--- config.mk ---
export PLATFORM = sky130hd
export DESIGN_NAME = image_download_session_control
export DESIGN_NICKNAME = d
export VERILOG_FILES = /design/src/sv/idsc_pkg.sv /design/src/sv/idsc_front.sv /design/src/sv/idsc_queue.sv /design/src/sv/idsc_exec.sv /design/src/sv/image_download_session_control.sv
export SDC_FILE = /design/constraint.sdc
export NUM_CORES = 1
export LEC_CHECK = 0
export ABC_AREA = 1
export BUFFER_PORTS_ARGS = -buffer_cell sky130_fd_sc_hd__clkbuf_2
export CORE_MARGIN = 2
export CORE_UTILIZATION = 60
export DETAILED_ROUTE_END_ITERATION = 7
export GPL_TIMING_DRIVEN = 0
export PLACE_DENSITY = 0.79
export SLEW_MARGIN = 30
export SYNTH_ARGS = -nofsm -noshare
export SYNTH_HDL_FRONTEND = slang
export SYNTH_HIERARCHICAL = 1
export SYNTH_SLANG_ARGS = --single-unit
--- constraint.sdc ---
create_clock -name i_clk -period 12.6 [get_ports i_clk]
set_input_delay 0.63 -clock i_clk [delete_from_list [all_inputs] [get_ports i_clk]]
set_output_delay 0.63 -clock i_clk [all_outputs]
set_load 0.01 [all_outputs]
--- src/sv/idsc_pkg.sv ---
`default_nettype none

package idsc_pkg;

    typedef enum logic [2:0] {
        CMD_BEGIN = 3'd0,
        CMD_CHUNK = 3'd1,
        CMD_END   = 3'd2,
        CMD_ABORT = 3'd3,
        CMD_TICK  = 3'd4
    } t_cmd;

    typedef enum logic [3:0] {
        STS_READY      = 4'd0,
        STS_ACK        = 4'd1,
        STS_COMMITTING = 4'd2,
        STS_REBOOTING  = 4'd3,
        STS_ABORTED    = 4'd4,
        STS_BAD_PAYLD  = 4'd5,
        STS_BEGIN_FAIL = 4'd6,
        STS_WRITE_FAIL = 4'd7,
        STS_END_FAIL   = 4'd8,
        STS_SIZE_MISM  = 4'd9
    } t_status;

    typedef enum logic [2:0] {
        SS_IDLE       = 3'd0,
        SS_READY      = 3'd1,
        SS_RECEIVING  = 3'd2,
        SS_COMMITTING = 3'd3,
        SS_REBOOTING  = 3'd4
    } t_sess;

    typedef enum logic [1:0] {
        CFG_ACK_WINDOW = 2'd0,
        CFG_MAX_SIZE   = 2'd1,
        CFG_STALL_TMO  = 2'd2
    } t_cfg_idx;

    localparam logic [9:0]  BEGIN_LEN        = 10'd36;
    localparam logic [3:0]  MOTOR_ENERGIZED  = 4'd2;
    localparam logic [6:0]  ACK_WINDOW_RST   = 7'd16;
    localparam logic [23:0] MAX_SIZE_RST     = 24'd3145728;
    localparam logic [15:0] STALL_TMO_RST    = 16'd10000;
    localparam logic [6:0]  WIN_MAX          = 7'h7F;
    localparam logic [16:0] IDLE_TICKS_MAX   = 17'h1FFFF;

    typedef struct packed {
        logic [2:0]  cmd;
        logic [9:0]  data_len;
        logic [31:0] declared_size;
        logic [3:0]  motor_state;
        logic        flash_ok;
    } t_in;

    typedef struct packed {
        logic [3:0]  status;
        logic [31:0] byte_count;
        logic [2:0]  session_state;
        logic        last;
    } t_out;

    // classified command, as queued between front and back
    typedef struct packed {
        t_cmd        kind;
        logic        bad_len;
        logic        motor_on;
        logic        size_bad;
        logic        len_zero;
        logic [9:0]  len;
        logic [31:0] size;
        logic        ok;
    } t_op;

endpackage

`default_nettype wire

--- src/sv/idsc_front.sv ---
`default_nettype none

module idsc_front (
    input  wire logic            i_in_valid,
    output logic                 o_in_ready,
    input  wire idsc_pkg::t_in   i_in,
    input  wire logic [23:0]     i_max_size,
    output logic                 o_op_valid,
    input  wire logic            i_op_ready,
    output idsc_pkg::t_op        o_op
);
    import idsc_pkg::*;

    logic known;

    always_comb begin
        known = (i_in.cmd == CMD_BEGIN) || (i_in.cmd == CMD_CHUNK) ||
                (i_in.cmd == CMD_END) || (i_in.cmd == CMD_ABORT) ||
                (i_in.cmd == CMD_TICK);

        o_op.kind     = t_cmd'(i_in.cmd);
        o_op.bad_len  = i_in.data_len != BEGIN_LEN;
        o_op.motor_on = i_in.motor_state == MOTOR_ENERGIZED;
        o_op.size_bad = (i_in.declared_size == 32'd0) ||
                        (i_in.declared_size > {8'd0, i_max_size});
        o_op.len_zero = i_in.data_len == 10'd0;
        o_op.len      = i_in.data_len;
        o_op.size     = i_in.declared_size;
        o_op.ok       = i_in.flash_ok;
    end

    // unknown commands are taken and dropped here
    assign o_in_ready = i_op_ready;
    assign o_op_valid = i_in_valid && known;

endmodule

`default_nettype wire

--- src/sv/idsc_queue.sv ---
`default_nettype none

module idsc_queue (
    input  wire logic           i_clk,
    input  wire logic           i_rst_n,
    input  wire logic           i_push_valid,
    output logic                o_push_ready,
    input  wire idsc_pkg::t_op  i_push,
    output logic                o_pop_valid,
    input  wire logic           i_pop_ready,
    output idsc_pkg::t_op       o_pop
);
    import idsc_pkg::*;

    t_op        r_mem [2];
    logic       r_wr;
    logic       r_rd;
    logic [1:0] r_cnt;
    logic       do_push;
    logic       do_pop;

    assign o_push_ready = r_cnt != 2'd2;
    assign o_pop_valid  = r_cnt != 2'd0;
    assign o_pop        = r_mem[r_rd];
    assign do_push      = i_push_valid && o_push_ready;
    assign do_pop       = o_pop_valid && i_pop_ready;

    always_ff @(posedge i_clk) begin
        if (!i_rst_n) begin
            r_wr  <= 1'b0;
            r_rd  <= 1'b0;
            r_cnt <= 2'd0;
        end else begin
            if (do_push) r_wr <= ~r_wr;
            if (do_pop)  r_rd <= ~r_rd;
            r_cnt <= r_cnt + {1'b0, do_push} - {1'b0, do_pop};
        end
    end

    always_ff @(posedge i_clk) begin
        if (do_push) r_mem[r_wr] <= i_push;
    end

endmodule

`default_nettype wire

--- src/sv/idsc_exec.sv ---
`default_nettype none

module idsc_exec (
    input  wire logic           i_clk,
    input  wire logic           i_rst_n,
    input  wire logic           i_op_valid,
    output logic                o_op_ready,
    input  wire idsc_pkg::t_op  i_op,
    input  wire logic [6:0]     i_ack_window,
    input  wire logic [15:0]    i_stall_tmo,
    output logic                o_out_valid,
    input  wire logic           i_out_ready,
    output idsc_pkg::t_out      o_out
);
    import idsc_pkg::*;

    t_sess       r_state,    n_state;
    logic [31:0] r_expected, n_expected;
    logic [31:0] r_rcv,      n_rcv;
    logic [6:0]  r_win,      n_win;
    logic [16:0] r_idle,     n_idle;
    logic        r_out_valid, n_out_valid;
    t_out        r_out,      n_out;
    logic        r_pend_valid, n_pend_valid;
    t_out        r_pend,     n_pend;

    logic        out_ld;
    logic        active;
    logic        clr;
    logic        take;
    logic [32:0] sum;
    logic [31:0] rcv_inc;
    logic [6:0]  win_inc;
    logic [16:0] idle_inc;

    assign out_ld     = !r_out_valid || i_out_ready;
    assign o_op_ready = out_ld && !r_pend_valid;
    assign take       = i_op_valid && o_op_ready;
    assign active     = (r_state == SS_READY) || (r_state == SS_RECEIVING);
    assign sum        = {1'b0, r_rcv} + {23'd0, i_op.len};
    assign rcv_inc    = sum[32] ? 32'hFFFF_FFFF : sum[31:0];
    assign win_inc    = (r_win != WIN_MAX) ? r_win + 7'd1 : r_win;
    assign idle_inc   = (r_idle != IDLE_TICKS_MAX) ? r_idle + 17'd1 : r_idle;

    always_comb begin
        n_state      = r_state;
        n_expected   = r_expected;
        n_rcv        = r_rcv;
        n_win        = r_win;
        n_idle       = r_idle;
        n_pend_valid = r_pend_valid;
        n_pend       = r_pend;
        n_out_valid  = r_out_valid && !i_out_ready;
        n_out        = r_out;
        clr          = 1'b0;

        if (r_pend_valid) begin
            if (out_ld) begin
                n_out_valid  = 1'b1;
                n_out        = r_pend;
                n_pend_valid = 1'b0;
            end
        end else if (take) begin
            case (i_op.kind)
                CMD_BEGIN: begin
                    n_out_valid = 1'b1;
                    n_out = '{STS_BEGIN_FAIL, 32'd0, r_state, 1'b1};
                    if (i_op.bad_len) begin
                        n_out.status = STS_BAD_PAYLD;
                    end else if (i_op.motor_on) begin
                        n_out.status = STS_BEGIN_FAIL;
                    end else if (i_op.size_bad) begin
                        clr = active;
                        if (active) n_out.session_state = SS_IDLE;
                    end else if (!i_op.ok) begin
                        clr = 1'b1;
                        n_out.session_state = SS_IDLE;
                    end else begin
                        n_state    = SS_READY;
                        n_expected = i_op.size;
                        n_rcv      = 32'd0;
                        n_win      = 7'd0;
                        n_idle     = 17'd0;
                        n_out = '{STS_READY, 32'd0, SS_READY, 1'b1};
                    end
                end
                CMD_CHUNK: begin
                    if (!i_op.len_zero && active) begin
                        n_idle = 17'd0;
                        if (!i_op.ok) begin
                            clr = 1'b1;
                            n_out_valid = 1'b1;
                            n_out = '{STS_WRITE_FAIL, r_rcv, SS_IDLE, 1'b1};
                        end else begin
                            n_state = SS_RECEIVING;
                            n_rcv   = rcv_inc;
                            n_win   = win_inc;
                            if (win_inc >= i_ack_window || rcv_inc >= r_expected) begin
                                n_win       = 7'd0;
                                n_out_valid = 1'b1;
                                n_out = '{STS_ACK, rcv_inc, SS_RECEIVING, 1'b1};
                            end
                        end
                    end
                end
                CMD_END: begin
                    n_out_valid = 1'b1;
                    if (!active) begin
                        n_out = '{STS_END_FAIL, r_rcv, r_state, 1'b1};
                    end else if (r_rcv != r_expected) begin
                        clr = 1'b1;
                        n_out = '{STS_SIZE_MISM, r_rcv, SS_IDLE, 1'b1};
                    end else begin
                        n_out = '{STS_COMMITTING, r_rcv, SS_COMMITTING, 1'b0};
                        n_pend_valid = 1'b1;
                        if (!i_op.ok) begin
                            clr = 1'b1;
                            n_pend = '{STS_END_FAIL, r_rcv, SS_IDLE, 1'b1};
                        end else begin
                            n_state = SS_REBOOTING;
                            n_pend = '{STS_REBOOTING, r_rcv, SS_REBOOTING, 1'b1};
                        end
                    end
                end
                CMD_ABORT: begin
                    clr = 1'b1;
                    n_out_valid = 1'b1;
                    n_out = '{STS_ABORTED, 32'd0, SS_IDLE, 1'b1};
                end
                CMD_TICK: begin
                    if (r_state == SS_RECEIVING) begin
                        n_idle = idle_inc;
                        if (idle_inc > {1'b0, i_stall_tmo}) begin
                            clr = 1'b1;
                            n_out_valid = 1'b1;
                            n_out = '{STS_ABORTED, 32'd0, SS_IDLE, 1'b1};
                        end
                    end
                end
                default: begin
                end
            endcase
        end

        if (clr) begin
            n_state    = SS_IDLE;
            n_expected = 32'd0;
            n_rcv      = 32'd0;
            n_win      = 7'd0;
            n_idle     = 17'd0;
        end
    end

    always_ff @(posedge i_clk) begin
        if (!i_rst_n) begin
            r_state      <= SS_IDLE;
            r_expected   <= 32'd0;
            r_rcv        <= 32'd0;
            r_win        <= 7'd0;
            r_idle       <= 17'd0;
            r_out_valid  <= 1'b0;
            r_pend_valid <= 1'b0;
        end else begin
            r_state      <= n_state;
            r_expected   <= n_expected;
            r_rcv        <= n_rcv;
            r_win        <= n_win;
            r_idle       <= n_idle;
            r_out_valid  <= n_out_valid;
            r_pend_valid <= n_pend_valid;
        end
    end

    always_ff @(posedge i_clk) begin
        r_out  <= n_out;
        r_pend <= n_pend;
    end

    assign o_out_valid = r_out_valid;
    assign o_out       = r_out;

endmodule

`default_nettype wire

--- src/sv/image_download_session_control.sv ---
// Channel  Signals                                   Direction
// -------  ----------------------------------------  -----------
// in       i_in_valid, o_in_ready, i_in (t_in)       command in
// out      o_out_valid, i_out_ready, o_out (t_out)   result out
// cfg      i_cfg_valid, o_cfg_ready, i_cfg_index/data register write
//
// One command item per cycle while the queue has room and the receiver takes results;
// an end reaching commit holds execute until its pending outcome reaches the output,
// so its two results leave in order. Results leave from a registered execute output.
// A two-entry queue separates classify and execute; each stalls on its own.
// Synchronous active-low reset: idle session, registers at their defaults.
`default_nettype none

module image_download_session_control (
    input  wire logic           i_clk,
    input  wire logic           i_rst_n,
    input  wire logic           i_in_valid,
    output logic                o_in_ready,
    input  wire idsc_pkg::t_in  i_in,
    output logic                o_out_valid,
    input  wire logic           i_out_ready,
    output idsc_pkg::t_out      o_out,
    input  wire logic           i_cfg_valid,
    output logic                o_cfg_ready,
    input  wire logic [1:0]     i_cfg_index,
    input  wire logic [23:0]    i_cfg_data
);
    import idsc_pkg::*;

    logic [6:0]  r_ack_window;
    logic [23:0] r_max_size;
    logic [15:0] r_stall_tmo;

    logic f_valid, f_ready;
    t_op  f_op;
    logic q_valid, q_ready;
    t_op  q_op;

    assign o_cfg_ready = 1'b1;

    always_ff @(posedge i_clk) begin
        if (!i_rst_n) begin
            r_ack_window <= ACK_WINDOW_RST;
            r_max_size   <= MAX_SIZE_RST;
            r_stall_tmo  <= STALL_TMO_RST;
        end else if (i_cfg_valid) begin
            case (i_cfg_index)
                CFG_ACK_WINDOW: r_ack_window <= i_cfg_data[6:0];
                CFG_MAX_SIZE:   r_max_size   <= i_cfg_data;
                CFG_STALL_TMO:  r_stall_tmo  <= i_cfg_data[15:0];
                default: begin
                end
            endcase
        end
    end

    idsc_front u_front (
        .i_in_valid (i_in_valid),
        .o_in_ready (o_in_ready),
        .i_in       (i_in),
        .i_max_size (r_max_size),
        .o_op_valid (f_valid),
        .i_op_ready (f_ready),
        .o_op       (f_op)
    );

    idsc_queue u_queue (
        .i_clk        (i_clk),
        .i_rst_n      (i_rst_n),
        .i_push_valid (f_valid),
        .o_push_ready (f_ready),
        .i_push       (f_op),
        .o_pop_valid  (q_valid),
        .i_pop_ready  (q_ready),
        .o_pop        (q_op)
    );

    idsc_exec u_exec (
        .i_clk        (i_clk),
        .i_rst_n      (i_rst_n),
        .i_op_valid   (q_valid),
        .o_op_ready   (q_ready),
        .i_op         (q_op),
        .i_ack_window (r_ack_window),
        .i_stall_tmo  (r_stall_tmo),
        .o_out_valid  (o_out_valid),
        .i_out_ready  (i_out_ready),
        .o_out        (o_out)
    );

`ifndef SYNTHESIS
    a_mid_is_commit: assert property (@(posedge i_clk) disable iff (!i_rst_n)
        o_out_valid && !o_out.last |-> o_out.status == STS_COMMITTING &&
        o_out.session_state == SS_COMMITTING)
        else $error("non-final result is not committing");

    a_commit_follows: assert property (@(posedge i_clk) disable iff (!i_rst_n)
        o_out_valid && i_out_ready && !o_out.last |=> o_out_valid &&
        (o_out.status == STS_REBOOTING || o_out.status == STS_END_FAIL))
        else $error("commit not followed by its outcome");

    a_abort_clean: assert property (@(posedge i_clk) disable iff (!i_rst_n)
        o_out_valid && o_out.status == STS_ABORTED |->
        o_out.byte_count == 32'd0 && o_out.session_state == SS_IDLE)
        else $error("abort result carries stale session");
`endif

endmodule

`default_nettype wire

; Word-level counts from Yosys, hierarchy flattened
; Memories as Yosys holds them, arrays and structs flattened. A register that Yosys moved wholly into a read port is not among the register bits.
; Index checks and enable logic that the tools add are counted.
[totals]
latchBits = 0
wordCells = 199
output_inout_bits = 43
in_bits = 81
mem_bits_ro = 0
regBits = 224
ram_bits = 100
n_memories = 1
[memory_table]
columns = name, depth, word_bits, read_ports, rd_clocked_by_memory_dff, wr, line_no
row1 = u_queue.r_mem, 2, 50, 1, 1, 1, idsc_queue.sv:15  ; t_op r_mem [2];
[op_classes]
bitwise = 8
n_eq_ne = 33
n_addsub = 5
div_mod_pow = 0
shifts = 0
muxes = 87
n_reduce_logical = 40
n_lt_le_gt_ge = 4
mul = 0
[ops]
columns = cell, n
row1 = 40-bit two-way mux, 11
row2 = 32-bit two-way mux, 7
row3 = 40-bit case mux with 5 select lines, 1
row4 = 17-bit two-way mux, 7
row5 = 36-bit two-way mux, 3
row6 = 32-bit case mux with 2 select lines, 1
row7 = 7-bit two-way mux, 8
row8 = 17-bit case mux with 3 select lines, 1
row9 = 35-bit two-way mux, 1
row10 = 32-bit by 10-bit adder with 33-bit output, 1
row11 = 3-bit two-way mux, 11
row12 = 32-bit greater-or-equal comparator, 1
row13 = 32-bit by 24-bit > comparator with 1-bit output, 1
row14 = 32-bit logical NOT, 1
row15 = 32-bit inequality test, 1
row16 = 1-bit two-way mux, 30
row17 = 9-bit AND reduction, 2
row18 = 17-bit by 1-bit adder with 17-bit output (second input constant), 1
row19 = 17-bit by 16-bit > comparator with 1-bit output, 1
row20 = 17-bit inequality test (second input constant), 1
row21 = 3-bit by 2-bit == test with 1-bit output (second input constant), 5
row22 = 7-bit case mux with 2 select lines, 1
row23 = 7-bit AND reduction, 2
row24 = 2-bit by 1-bit inequality test with 1-bit output (second input constant), 6
row25 = other kinds (33), 72

; Depth between registers and ports, before layout
; Gate-level depths: netlist of run 1.
[depth]
depth_word = 10
ltp_mapped = 30
mapped_depth_nobuf = 27

; Cells and area by module
; The synthesis of run 1 kept the hierarchy.
[modules_own_cells]
columns = module, cells_per_inst, seq_area_each_um2, instances, area_per_inst_um2
row1 = idsc_exec, 1509, 4083.9, 1, 10682.7
row2 = idsc_queue, 192, 3103.0, 1, 4105.2
row3 = image_download_session_control, 292, 940.9, 1, 1949.4
row4 = idsc_front, 182, 0.0, 1, 1157.4

; Worst setup path before layout of run 1
; No wires, ideal clock.
[synth_path]
path_type = reg-to-reg
start = register with a tool-made name
end = register u_exec.r_out, in the netlist u_exec/o_out[0], enable pin
setup_time_ns = 0.451
stages_incl_launch_ff = 24
path_buffers = 3
required_ns = 12.149
path_slack_ns = 6.707
synth_period_minus_slack_ns = 5.893
t_arrival_ns = 5.442
path_cell_list = dfxtp_1 -> buf_6 -> buf_12 -> mux2_4 -> ha_1 -> fa_1 -> nand3_1 -> nand3_1 -> nand2_1 -> nand3_1 -> nand2_1 -> nand2_2 -> nand3_4 -> buf_2 -> nand3_1 -> ha_1 -> nand2_1 -> nor2_1 -> nand4_1 -> nor2_1 -> nand4_1 -> nand4_1 -> nand2_1 -> a21oi_1
[synth_lines]
columns = element, line_no
row1 = end signal: assignment, idsc_exec.sv:175  ; r_out <= n_out;
row2 = end: declaration, idsc_exec.sv:23  ; t_out r_out, n_out;

==> summary.md, run 1 <==
| Metric | Value |
|---|---|
| Clk root buf | clkbuf_16 |
| Seq/Total Area, Yosys | 45.4% |
| Setup clock skew after layout | 20.1 ps |
| Die width | 177 um |
| R2R Path End | u_exec/o_out[5] |
| Initial Util | 60.7% |
| Storage element area | 8130 um^2 |
| Final period utilization | 46.5% |
| Rel. slew slack | 35.1% |
| R2R setup slack | 6740 ps |
| CTS tree | built |
| Setup TNS | 0 ps |
| HP Class | input port to flop |
| Routed vias/inst | 5.44 |
| Synth-to-Final Area Change | 13.6% |
| Nets | 2511 |
| Clock transition at path regs | 60 ps |
| Net Sw Frac | 28.9% |
| Final setup fails | 0 |
| GRT Residual Overflow | 0 |
| Hold worst-path end | u_queue/r_mem[0][0] |
| H-tree depth | 2 |
| DR DRC count | 0 |
| Share of post-route cells with drive strength above 1 | 15.5% |
| N_diodes | 0 |
| IO buf count | 120 |
| GRT Total Usage | 30.0% |
| First-pass GRT wire length | 73300 um |
| Clk sink count | 319 |
| Peak supply drop | 0.113 mV |
| Clock power frac | 35.3% |
| Seq pwr share | 40.7% |
| CP Launch Type | flop |
| Cell count after synthesis | 2175 |
| Top-area cell type share of the netlist area | 29.2% |
| DRT iter0 DRCs | 1282 |
| FILL cells | 2390 |
| Worst hold margin | 307 ps |
| Post-route insts no fill | 2753 |
| Worst skew pair latency | 520 ps |
| Psw | 876 uW |
| R2R cell count | 24 |
| Synthesized cell area | 17900 um^2 |
| Hold-fix buffers at CTS | 0 |
| Critical Path RT | 12830 ps |
| Vias in the first global route | 14300 |
| CP Max Fanout | 23 |
| DR vias | 15000 |
| Gate power share | 23.9% |
| Ys Warns | 6 |
| Number of slew-limit violations in the final report | 0 |
| Avg Cell Area, Syn | 8.23 um^2 |
| Tightest Pin Transition | 967 ps |
| Netlist cell types | 56 |
| # IOs | 124 |
| DP Wirelength | 35900 um |
| Crit path arrival time | 6090 ps |
| Std-Cell Rows | 63 |
| Top post-synthesis cells by area | edfxtp_1 29%, dfxtp_1 16%, nand2_1 12% |
| Multi-input logic area | 7950 um^2 |
| EDFF count, synth | 174 |
| Largest net degree at the start of global routing | 51 |
| DR WL/cell | 16.9 um |
| Hold Crit Start | i_in[0] |
| # resized after CTS | 0 |
| Postcts setup bufs | 0 |
| Leakage | 0.00901 uW |
| Synthesized net count | 2350 |
| Max-cap viol count | 0 |
| Endpoint type of the worst setup path | flop |
| Hold path cells | 1 |
| Detail Route Antenna Nets | 0 |
| CTS buffer count | 35 |
| Synth Flop Type | edfxtp_1 |
| Setup CP Type | flop to flop |
| Utilization after layout | 68.9% |
| Pwr/cell area | 149 nW/um^2 |
| Status | completed |
| Placer Congestion | 0.933 |
| 1st-pass router iterations | 6 |
| Max clock buf depth | 3 |
| Synthesized flop and latch total | 319 |
| Power Internal | 2160 uW |
| Core ar. | 29500 um^2 |
| RSZ-0062 raised after global routing | no |
| Min Tclk post-route | 5860 ps |
| Inst Count DP | 2689 |
| Die Ht | 177 um |
| Initial antenna violation count | 0 |
| Fmax | 171 MHz |
| Die footprint | 31200 um^2 |
| Async S/R FF share, synth | 0% |
| Wirelength, routed | 46400 um |
| Final Hold Vio Count | 0 |
| Yosys top cell by area | edfxtp_1 |
## critical path: stages (launching register included)
cell and delay (ps):
dfxtp_1 320, buf_6 170, buf_12 180, mux2_4 320, ha_1 220, fa_1 410, nand3_1 110, nand3_1 180
nand2_1 110, nand3_1 120, nand2_1 150, nand2_2 120, nand3_1 250, buf_4 270, nand3_1 200, ha_1 370
nand2_1 60, nor2_1 150, nand2_1 120, nor2_1 260, nand4_1 240, nand4_1 240, nand2_1 160, a21oi_4 570
buf_16 240
## through the flow
stage	instance area, um^2	power, uW	setup WS (ps)
after CTS	20300	3050	6740
after global placement	19000	1940	4930
final	20300	3030	6740
after global routing	20300	3160	6430
after floorplan	17900	1750	6710
after detailed placement	19100	1980	6780
## per-layer routing
| metal | up-vias | wire, um | part of all wire [%] | track usage (%) |
|---|---|---|---|---|
| met1 | 6864 | 19200 | 41 | 38.5 |
| met4 | 0 | 2190 | 4.7 | 14.0 |
| met5 | - | 0 | 0 | 0 |
| li1 | 7389 | - | - | - |
| met2 | 596 | 21800 | 47 | 50.5 |
| met3 | 123 | 3170 | 6.8 | 3.89 |
## layout make-up
| class | count | share of cell area, % |
|---|---|---|
| clock inverter | 17 | 1.21 |
| multi-input combinational | 1471 | 39.1 |
| inverter | 277 | 5.13 |
| clock buffer | 47 | 4.73 |
| tap | 390 | 2.40 |
| sequential | 319 | 40.0 |
| timing repair buffer | 124 | 3.50 |
| buffer | 108 | 3.90 |
## worst max path at each step
stage	cells after the start	endpoint	from
2_1_floorplan	23	u_exec/o_out[0]	flop
3_3_place_gp	23	u_exec/o_out[4]	flop
3_5_place_dp	24	u_exec/o_out[6]	flop
4_1_cts	24	u_exec/o_out[5]	flop
5_1_grt	24	u_exec/o_out[5]	flop
6_report	24	u_exec/o_out[5]	flop
## kinds of logic after synthesis
| logic type | Yosys count | share of synthesized area, % |
|---|---|---|
| AND/OR/NAND/NOR | 1082 | 25.4 |
| buffers and inverters | 385 | 10.2 |
| flip-flops | 319 | 45.4 |
| AO/OA/AOI/OAI | 222 | 7.06 |
| adder cells (fa/ha/maj) | 94 | 6.61 |
| multiplexers | 51 | 4.26 |
| XOR/XNOR | 21 | 1.03 |
| other | 1 | 0.0210 |
## power by group through the flow
stage	logic (uW)	registers [uW]	clock network, uW
floorplan	472	1280	0
global placement	678	1260	0
detailed placement	722	1260	0
CTS	725	1240	1090
global route	793	1240	1130
finish	726	1240	1070
## cell usage in the layout (no fill, tap or decap), types with 4 or more instances in the layout
cell type / count
nand2_1: 567
bufinv_16: 6
clkbuf_16: 35
dfxtp_1: 145
clkinv_1: 4
buf_16: 4
a21oi_1: 106
nor4_1: 13
xor2_1: 17
clkinv_2: 4
nor2_1: 320
edfxtp_1: 174
xnor2_1: 4
or2_2: 5
nand3_2: 5
a21o_1: 5
clkbuf_1: 25
inv_1: 255
clkbuf_8: 4
nor2_2: 4
ha_1: 93
mux2_4: 50
nand3b_1: 4
o21ai_1: 9
clkbuf_2: 120
buf_12: 5
buf_4: 57
buf_6: 10
inv_2: 20
nor3_1: 12
nand3_1: 95
a22oi_1: 40
buf_2: 14
o211ai_1: 4
nand2_2: 4
o21ai_0: 44
nand4_1: 36
buf_1: 5
## flip-flops by register name, indices dropped and copies added (netlist names), 3 cells and up, named ones only
register and flops:
u_exec/r_expected 32, u_exec/r_pend 34, u_exec/r_state 3, r_max_size 24
u_exec/r_rcv 32, r_stall_tmo 16, u_exec/r_win 7, r_ack_window 7
u_exec/o_out 40, u_queue/r_mem 100, u_exec/r_idle 17
## synthesized netlist by cell type, types with 2 or more instances
library cell and instances:
inv_1 257, o211ai_1 4, nand3_2 5, a22oi_1 40
nand2_1 567, clkbuf_1 17, a21o_1 5, nor2_2 4
xnor2_1 4, a21oi_1 107, inv_2 19, nand3_1 95
nand3_4 3, nor2_1 321, nand4_1 36, a31oi_1 2
edfxtp_1 174, buf_1 5, buf_2 14, buf_12 5
o21a_1 3, buf_4 57, o22ai_1 2, nor3_1 12
nor2_4 2, nand3b_1 4, and2_1 2, nor4_1 13
o21ai_1 9, buf_6 10, ha_1 93, dfxtp_1 145
nand2_2 4, o21ai_0 44, xor2_1 17, or2_2 5
mux2_4 50
Note: power is estimated with default switching activity, not from simulation.
==> inputs of run 2 (changes only) <==
==> constraint.sdc (replaced) <==
create_clock -name i_clk -period 5.62 [get_ports i_clk]
set_input_delay 0.281 -clock i_clk [delete_from_list [all_inputs] [get_ports i_clk]]
set_output_delay 0.281 -clock i_clk [all_outputs]
set_load 0.01 [all_outputs]
==> summary.md, run 2 (synthesis results as in run 1) <==
| Metric | Value |
|---|---|
| Commonest non-fill, non-tap cells in the layout | 567 x nand2_1, 319 x nor2_1, 255 x inv_1, 174 x edfxtp_1, 145 x dfxtp_1 |
| Setup CP Type | flop to flop |
| H-tree depth | 2 (unchanged) |
| Hold Crit Start | i_cfg_data[9] |
| Placer Congestion | 0.927 (-0.64%) |
| Commonest non-fill, non-tap cell in the layout | nand2_1 |
| RSZ-0062 raised after global routing | no |
| Std-Cell Rows | 63 (unchanged) |
| Synth-to-Final Area Change | 14.2% |
| Core ar. | 29500 um^2 (unchanged) |
| Min Tclk post-route | 5350 ps (-516 ps) |
| Buf+Inv Stages, Crit Path | 5 (+1) |
| Fmax | 187 MHz (+9.6%) |
| Rel. slew slack | 35.2% (+0.13 points) |
| Max clock buf depth | 3 (unchanged) |
| Post-route cell area | 20400 um^2 (+0.54%) |
| Clk sink count | 319 (unchanged) |
| CTS buffer count | 35 (unchanged) |
| Vias in the first global route | 14300 (-0.28%) |
| Detail Route Antenna Nets | 0 (unchanged) |
| Max FFs per register | 100 (unchanged) |
| Initial antenna violation count | 0 (unchanged) |
| Peak supply drop | 0.246 mV (+120%) |
| Crit path largest cell delay | 410 ps (-160 ps) |
| Hold worst-path end | r_stall_tmo[9] |
| GRT Residual Overflow | 0 (unchanged) |
| Clock transition at path regs | 60 ps (about the same) |
| Status | completed |
| CP Max Fanout | 23 (unchanged) |
| Area post-placement | 19100 um^2 (unchanged) |
| Max-cap viol count | 0 (unchanged) |
| Initial Util | 60.7% (unchanged) |
| Wirelength, routed | 46500 um (+0.14%) |
| Reg with most FFs | u_queue/r_mem |
| Final Hold Vio Count | 0 (unchanged) |
| Final setup fails | 0 (unchanged) |
| R2R cell count | 25 (+4.2%) |
| DR WL/cell | 16.8 um (-0.41%) |
| Nets | 2526 (+0.60%) |
| DP Wirelength | 35800 um (-0.24%) |
| IO buf count | 120 (unchanged) |
| Worst hold margin | 19.2 ps (-288 ps) |
| CTS tree | built |
| Setup TNS | 0 ps (unchanged) |
| Clk root buf | clkbuf_16 |
| R2R Path End | u_exec/o_out[6] |
| 1st-pass router iterations | 5 (-1) |
| DR vias | 15000 (+0.11%) |
| Number of slew-limit violations in the final report | 0 (unchanged) |
| Final period utilization | 95.2% (+49 points) |
| Endpoint type of the worst setup path | flop |
| Die footprint | 31200 um^2 (unchanged) |
| CP Launch Type | flop |
| Pwr/cell area | 331 nW/um^2 (+120%) |
| Crit path arrival time | 5580 ps (-510 ps) |
| Die Ht | 177 um (unchanged) |
| Critical Path RT | 5860 ps (-6970 ps) |
| Tightest Pin Transition | 968 ps (+1.70 ps) |
| N_diodes | 0 (unchanged) |
| Hold path cells | 3 (+2) |
| Worst skew pair latency | 530 ps (about the same) |
| Routed vias/inst | 5.42 (-0.43%) |
| R2R setup slack | 270 ps (-6460 ps) |
| Slowest library cell on the worst path | fa_1 |
| First-pass GRT wire length | 73400 um (+0.16%) |
| HP Class | input port to flop |
| # IOs | 124 (unchanged) |
| DR DRC count | 0 (unchanged) |
| Share of post-route cells with drive strength above 1 | 15.6% (+0.11 points) |
| Total power | 6760 uW (+120%) |
| GRT Total Usage | 30.0% (about the same) |
| Setup clock skew after layout | 19.1 ps (-1.03 ps) |
| Largest net degree at the start of global routing | 50 (-2.0%) |
| Crit path max-delay family | simple AND/OR/NAND/NOR gates |
| Die width | 177 um (unchanged) |
| Leakage | 0.00906 uW (+0.54%) |
| DRT iter0 DRCs | 1260 (-1.7%) |
## run 2: how the worst max path moves through the flow
stage | startpoint | to | slack [ps] | cells after the start
after floorplan | flop | u_exec/o_out[0] | 530 | 23
after global placement | flop | u_exec/o_out[5] | -1050 | 23
after detailed placement | flop | u_exec/o_out[6] | -190 | 24
after CTS | flop | u_exec/o_out[7] | 130 | 25
after global routing | flop | u_exec/o_out[4] | 60 | 25
final | flop | u_exec/o_out[6] | 270 | 25
## run 2: metrics by stage
| stage | instances | utilization, % | setup slack, ps |
|---|---|---|---|
| 6_report | 2768 | 69.3 | 272 |
| 2_1_floorplan | 2175 | - | 533 |
| 3_3_place_gp | 2685 | 64.4 | -1050 |
| 3_5_place_dp | 2689 | 64.8 | -194 |
| 4_1_cts | 2768 | 69.3 | 127 |
| 5_1_grt | 2768 | 69.3 | 56.9 |
## run 2: routing by layer
layer	GRT usage (%)	vias to the layer above	wire, um
li1	-	7413	-
met1	38.8	6911	19500
met2	50.8	555	22000
met3	3.65	110	3010
met4	13.1	0	1990
met5	0	-	0
## run 2: cell type report
| cell class | count | area, um^2 |
|---|---|---|
| Clock inverter | 16 | 216 |
| Timing Repair Buffer | 139 | 861 |
| Clock buffer | 48 | 936 |
| Buffer | 108 | 796 |
| Tap cell | 390 | 488 |
| Fill cell | 2350 | 9050 |
| Sequential cell | 319 | 8130 |
| Inverter | 277 | 1040 |
| Multi-Input combinational cell | 1471 | 7970 |
## run 2: power by group
| part | internal (uW) | switching, uW |
|---|---|---|
| sequential | 2700 | 64.0 |
| combinational | 690 | 995 |
| clock | 1370 | 943 |
| total | 4760 | 2000 |
## run 2: what timing repair did
action	4_1_cts	5_1_grt
endpoints found under the setup margin	40	40
buffers inserted	5	0
resized for setup	0	4
pin swaps	1	0
hold buffers	10	0
endpoints found under the hold margin	11	0
## run 2: worst min-delay path: cells and delay by family
family | cells | cell delay [ps]
buffers and inverters | 1 | 110
AND/OR/NAND/NOR | 2 | 120
